[src/sv/cse_pkg.sv]
package cse_pkg;

  localparam int DEF_MAX_COEFS = 64;
  localparam int DEF_FRAC_BITS = 16;

  localparam int Q_W       = 32;
  localparam int COUNT_W   = 7;
  localparam int INDEX_W   = 6;
  localparam int CFG_IDX_W = 2;
  localparam int DIV_STEPS = 33;
  localparam int DIV_CNT_W = 6;

  localparam logic [CFG_IDX_W-1:0] CFG_LOW   = 2'd0;
  localparam logic [CFG_IDX_W-1:0] CFG_HIGH  = 2'd1;
  localparam logic [CFG_IDX_W-1:0] CFG_COUNT = 2'd2;

  localparam logic MODE_LOAD = 1'b0;
  localparam logic MODE_EVAL = 1'b1;

  localparam logic signed [Q_W-1:0] Q_MAX = 32'sh7fff_ffff;
  localparam logic signed [Q_W-1:0] Q_MIN = 32'sh8000_0000;

  typedef struct packed {
    logic                    mode;
    logic [INDEX_W-1:0]      coef_index;
    logic signed [Q_W-1:0]   coef_value;
    logic signed [Q_W-1:0]   sample;
  } item_t;

  typedef struct packed {
    logic signed [Q_W-1:0]   series_value;
    logic                    saturated;
    logic                    bad_interval;
  } result_t;

  typedef enum logic [2:0] {
    ST_IDLE,
    ST_PREP,
    ST_ABSV,
    ST_DIV,
    ST_ZSET,
    ST_MUL,
    ST_ACC,
    ST_FIN
  } state_t;

  typedef struct packed {
    logic wr_coef;
    logic start;
    logic prep;
    logic absv;
    logic div_step;
    logic set_z;
    logic mul;
    logic acc;
    logic last;
    logic fin;
  } cmd_t;

  typedef struct packed {
    logic empty_iv;
    logic div_last;
    logic j_zero;
    logic slot_free;
  } status_t;

  typedef struct packed {
    logic signed [Q_W-1:0] value;
    logic                  clip;
  } sat_t;

  function automatic sat_t sat32(input logic signed [65:0] v);
    sat_t r;
    if (v > 66'(Q_MAX)) begin
      r.value = Q_MAX;
      r.clip  = 1'b1;
    end else if (v < 66'(Q_MIN)) begin
      r.value = Q_MIN;
      r.clip  = 1'b1;
    end else begin
      r.value = v[Q_W-1:0];
      r.clip  = 1'b0;
    end
    return r;
  endfunction

endpackage

[src/sv/cse_ctrl.sv]
module cse_ctrl (
  input  logic              clk,
  input  logic              rst,
  input  logic              item_valid,
  input  logic              item_mode,
  output logic              item_ready,
  input  cse_pkg::status_t  status,
  output cse_pkg::cmd_t     cmd
);
  import cse_pkg::*;

  state_t state;
  state_t state_next;

  always_ff @(posedge clk) begin
    if (rst) begin
      state <= ST_IDLE;
    end else begin
      state <= state_next;
    end
  end

  always_comb begin
    state_next = state;
    case (state)
      ST_IDLE: begin
        if (item_valid && item_mode == MODE_EVAL) begin
          state_next = status.empty_iv ? ST_FIN : ST_PREP;
        end
      end
      ST_PREP: state_next = ST_ABSV;
      ST_ABSV: state_next = ST_DIV;
      ST_DIV: begin
        if (status.div_last) begin
          state_next = ST_ZSET;
        end
      end
      ST_ZSET: state_next = ST_MUL;
      ST_MUL:  state_next = ST_ACC;
      ST_ACC:  state_next = status.j_zero ? ST_FIN : ST_MUL;
      ST_FIN: begin
        if (status.slot_free) begin
          state_next = ST_IDLE;
        end
      end
      default: state_next = ST_IDLE;
    endcase
  end

  always_comb begin
    cmd        = '0;
    item_ready = 1'b0;
    case (state)
      ST_IDLE: begin
        item_ready  = 1'b1;
        cmd.wr_coef = item_valid && item_mode == MODE_LOAD;
        cmd.start   = item_valid && item_mode == MODE_EVAL;
      end
      ST_PREP: cmd.prep     = 1'b1;
      ST_ABSV: cmd.absv     = 1'b1;
      ST_DIV:  cmd.div_step = 1'b1;
      ST_ZSET: cmd.set_z    = 1'b1;
      ST_MUL:  cmd.mul      = 1'b1;
      ST_ACC: begin
        cmd.acc  = !status.j_zero;
        cmd.last = status.j_zero;
      end
      ST_FIN:  cmd.fin      = status.slot_free;
      default: cmd          = '0;
    endcase
  end

endmodule

[config.mk]
export PLATFORM = sky130hd
export DESIGN_NAME = cse_ctrl
export DESIGN_NICKNAME = d
export VERILOG_FILES = /design/src/sv/cse_pkg.sv /design/src/sv/cse_ctrl.sv
export SDC_FILE = /design/constraint.sdc
export NUM_CORES = 1
export LEC_CHECK = 0
export ABC_AREA = 1
export BUFFER_PORTS_ARGS = -buffer_cell sky130_fd_sc_hd__buf_2
export CAP_MARGIN = 10
export CELL_PAD_IN_SITES_DETAIL_PLACEMENT = 1
export CELL_PAD_IN_SITES_GLOBAL_PLACEMENT = 1
export CORE_AREA = 5 5 42 44
export DETAILED_ROUTE_END_ITERATION = 8
export DIE_AREA = 0 0 47 49
export GPL_ROUTABILITY_DRIVEN = 0
export GPL_TIMING_DRIVEN = 0
export PLACE_DENSITY_LB_ADDON = 0.08
export SYNTH_ARGS = -nofsm -noshare
export SYNTH_HDL_FRONTEND = slang
export SYNTH_SLANG_ARGS = --single-unit
[constraint.sdc]
create_clock -name clk -period 1.4 [get_ports clk]
set_input_delay 0.14 -clock clk [delete_from_list [all_inputs] [get_ports clk]]
set_output_delay 0.14 -clock clk [all_outputs]
set_load 0.005 [all_outputs]
Word level (Yosys, flattened, before mapping)
Cells that the tools add are included.

Equality and inequality tests: 10. Multiplexer cells: 15. Bitwise logic cells: 1. Reductions and logical operators: 5.

Operators by type and width (count): one-hot mux 3 bit (8 select lines) (1); == test 3 bit, second input constant (4); two-way mux 3 bit (4); two-way mux 1 bit (7); == test 3 x 2 -> 1 bit, second input constant (2); two-way mux 2 bit (3); != test 2 bit, second input constant (3); == test 3 x 1 -> 1 bit, second input constant (1); zero test 3 bit (1); AND reduction 3 bit (1); logical AND 1 bit (2); zero test 1 bit (1); NOT 1 bit (1).

Bits in registers: 3. Output and inout port bits: 11.

Logic depth before layout (Yosys ltp)
Depth in word-level cells: 3. Gate-level depth with buffers: 9.

Worst setup path before layout
No wires, ideal clock.

Path type: reg-to-reg. Start point: register state[0]. End point: register state[2]. Library setup time: 0.112 ns. Arrival: 0.915 ns. Path slack: 0.374 ns. Stages on the path, launching flop included: 8. Buffers on the path: 1. Path through: dfxtp_1 buf_6 nor2_1 nand3_1 nand3_2 nor2_1 nor2_1 nor2_1.

Word-level cells in the longest chain between the ends: 3. Elaborated cells between the ends (all ways): 13.

Ends and longest elaborated chain: from (decl) (RTL line cse_ctrl.sv:12) `state_t state;`; from (signal assigned) (RTL line cse_ctrl.sv:19) `state <= state_next;`; == test 3 x 2 -> 1 bit (tied with other cells) (RTL line cse_ctrl.sv:25) `case (state)`; != test 2 bit (no source line); AND reduction 3 bit (no source line).

Parallel ways exist; a longest one is shown, timed or not. A chain may end at the register's enable or synchronous reset.

==> flow_summary.json <==
{
  "muxShareOfSynthArea_pct": 0,
  "gr-max-usage-layer": "met2",
  "synth_seq_area_share_pct": 22.6,
  "cp_cell_sequence": "inv_1 > nor2_1 > inv_1 > nor3_1 > buf_2",
  "synth.ff_latch_count": 3,
  "clkLatencyLatePin_ns": 0.23,
  "yosysWarningCount": 0,
  "critPathMaxStageDelay_ns": 0.39,
  "status": "complete, no violations",
  "critPathTopFamily": "flip-flops",
  "worstPathRequired_ns": 1.26,
  "fin_cells": 87,
  "synth_adder_area_share_pct": 0,
  "p_sw_mw": 0.391,
  "path_clk_slew_ns": 0.04,
  "crit_arrival_ns": 1.16,
  "grt_pass1_vias": 363,
  "min_path_type": "in -> reg",
  "end_kind": "primary output",
  "gr-usage-met3_pct": 1.11,
  "use_met2_pct": 12.4,
  "path_max_fanout": 6,
  "drive_gt1_share_pct": 43.7,
  "io_pins": 19,
  "startpoint_type": "register",
  "final_cell_mix": "18 x buf_2, 14 x nor2_1, 8 x inv_1, 7 x nand2_1",
  "syn_to_final_growth_pct": 56.1,
  "final_area_um2": 414,
  "fin_nets": 80,
  "synth-simple-area-share_pct": 54.7,
  "tightest_slew_ns": 0.182,
  "vias": 356,
  "finalSetupTns_ns": 0,
  "relSlewSlack_pct": 87.8,
  "internal_power_mw": 0.439,
  "portBuffers": 18,
  "design.core.area_um2": 1400,
  "cts.sinks": 3,
  "final_common_cell": "buf_2",
  "finalPower_mw": 0.830,
  "grt_usage_pct": 8.51,
  "fin_crit_ns": 1.30,
  "p_leak_nw": 0.243,
  "p_comb_share_pct": 59.9,
  "cts_setup_buffers": 0,
  "largest_reg_flops": 3,
  "grt_util_met1_pct": 11.8,
  "drt_iter0_markers": 2,
  "synth-compound-area-share_pct": 4.25,
  "synth_nets": 57,
  "power_switching_share_pct": 47.1,
  "fin_crit_sh_pct": 92.7,
  "syn_area_um2": 265,
  "grt_start_max_net_pins": 10,
  "clock-root-buffer": "clkbuf_4",
  "crit_path_top_delay_cell": "dfxtp_2",
  "drv_slew": 0,
  "die_area_um2": 2300,
  "placed_cells": 83,
  "synth_top_family_by_area": "simple AND/OR/NAND/NOR gates",
  "drtAntennaViolNets": 0,
  "skew_ns": 0.00408,
  "first_pass_iters": 4,
  "setup_violations": 0,
  "htree_levels": 1,
  "power_density_nw_per_um2": 2010,
  "cts_buffers": 3,
  "seqPwrFrac_pct": 22.0,
  "wl_per_cell_um": 9.82,
  "top_register": "state",
  "drt-total-wl_um": 854,
  "detail_route.vias_per_cell": 4.09,
  "cts_tree": "built",
  "syn-instance-count": 49,
  "syn_avg_cell_area_um2": 5.41,
  "row_count": 14,
  "num_antenna_cells": 0,
  "dieWidth_um": 47,
  "grt_overflow": 0,
  "critPathKind": "reg -> out",
  "worst-path-buf-inv": 3,
  "grt_pass1_wl_um": 1480,
  "cts_buffer_depth": 2,
  "hold_viol_final": 0,
  "max_cap_violations": 0,
  "drc": 0,
  "die_h_um": 49,
  "ir_drop_uv": 398,
  "synth_cell_types": 14,
  "power.share.clock_pct": 18.1,
  "reg_top3": "state: 3 flops",
  "hold_buffers": 0,
  "fmax_ghz": 0.770,
  "initial_core_util_pct": 18.9,
  "dp.final_hpwl_um": 695,
  "cp_common_cell": "inv_1",
  "dpl_cell_area_um2": 375,
  "synthXorXnorAreaFrac_pct": 0,
  "rsz0062_at_grt": "no",
  "antenna_found_initial": 0
}
-- worst reg2reg max path, cell delays in order (launching register included) --
cell,delay [ns]
dfxtp_1,0.31
buf_6,0.13
nand2_2,0.07
nor2_2,0.13
nand2_1,0.08
nand3_2,0.08
nor2_1,0.05
nor2_1,0.08
nor2_1,0.04
-- final cells by class --
type,count,area [µm²]
sequential,3,62.6
clock buffer,4,26.3
multi-input combinational,35,166
inverter,10,37.5
buffer,1,11.3
tap,16,20.0
fill,209,987
timing repair buffer,18,90.1
-- power by group through the flow --
stage          Clock, mW  Combinational (mW)  Sequential, mW
5_1_grt            0.160               0.576           0.191
3_5_place_dp           0               0.480           0.172
3_3_place_gp           0               0.477           0.175
4_1_cts            0.158               0.490           0.173
6_report           0.150               0.497           0.183
2_1_floorplan          0               0.328           0.161
-- cells in the mapped netlist --
library cell / n / share of area (%)
inv_2: 2 / 2.8
nor3_1: 3 / 5.7
nand2_1: 8 / 11
inv_1: 8 / 11
o21ai_1: 1 / 1.9
nand3_1: 3 / 5.7
nand3_2: 1 / 3.8
nor2_2: 1 / 2.4
dfxtp_1: 3 / 23
nand4_1: 1 / 2.4
a31oi_1: 1 / 2.4
nand2_2: 1 / 2.4
buf_6: 1 / 4.2
nor2_1: 15 / 21
-- routing by layer --
metal  wire (µm)  vias up
li1            -      193
met1         380      155
met2         437        8
met3          35        0
met4           0        0
met5           0        -
-- per-stage QoR --
stage / utilization (%) / hold slack (ns) / setup WS (ns)
floorplan: - / 0.212 / 0.374
global placement: 26.8 / 0.319 / 0.240
detailed placement: 26.8 / 0.322 / 0.243
CTS: 28.8 / 0.0834 / 0.0379
global route: 29.6 / 0.0819 / 0.00518
finish: 29.6 / 0.0800 / 0.102
-- kinds of logic (layout without fill, tap and decap cells) --
kind of cell,after synthesis,count (layout)
AO/OA/AOI/OAI,2,2
AND/OR/NAND/NOR,33,33
flip-flops,3,3
buffers and inverters,11,33
-- worst paths after layout --
kind	startpoint	to	slack, ns	depth (start not counted)
worst min register to register	state[0]	state[0]	0.62	4
worst max register to register	state[0]	state[2]	0.32	8
worst min-delay path	rst	state[2]	0.08	2
worst max-delay path	state[1]	cmd[2]	0.10	5
-- timing repair --
| action | CTS | global route |
|---|---|---|
| hold endpoints to repair | 0 | 0 |
| gates resized for setup | 1 | 4 |
| setup endpoints to repair | 1 | 4 |
No activity file was read; power rests on OpenSTA's default activity.
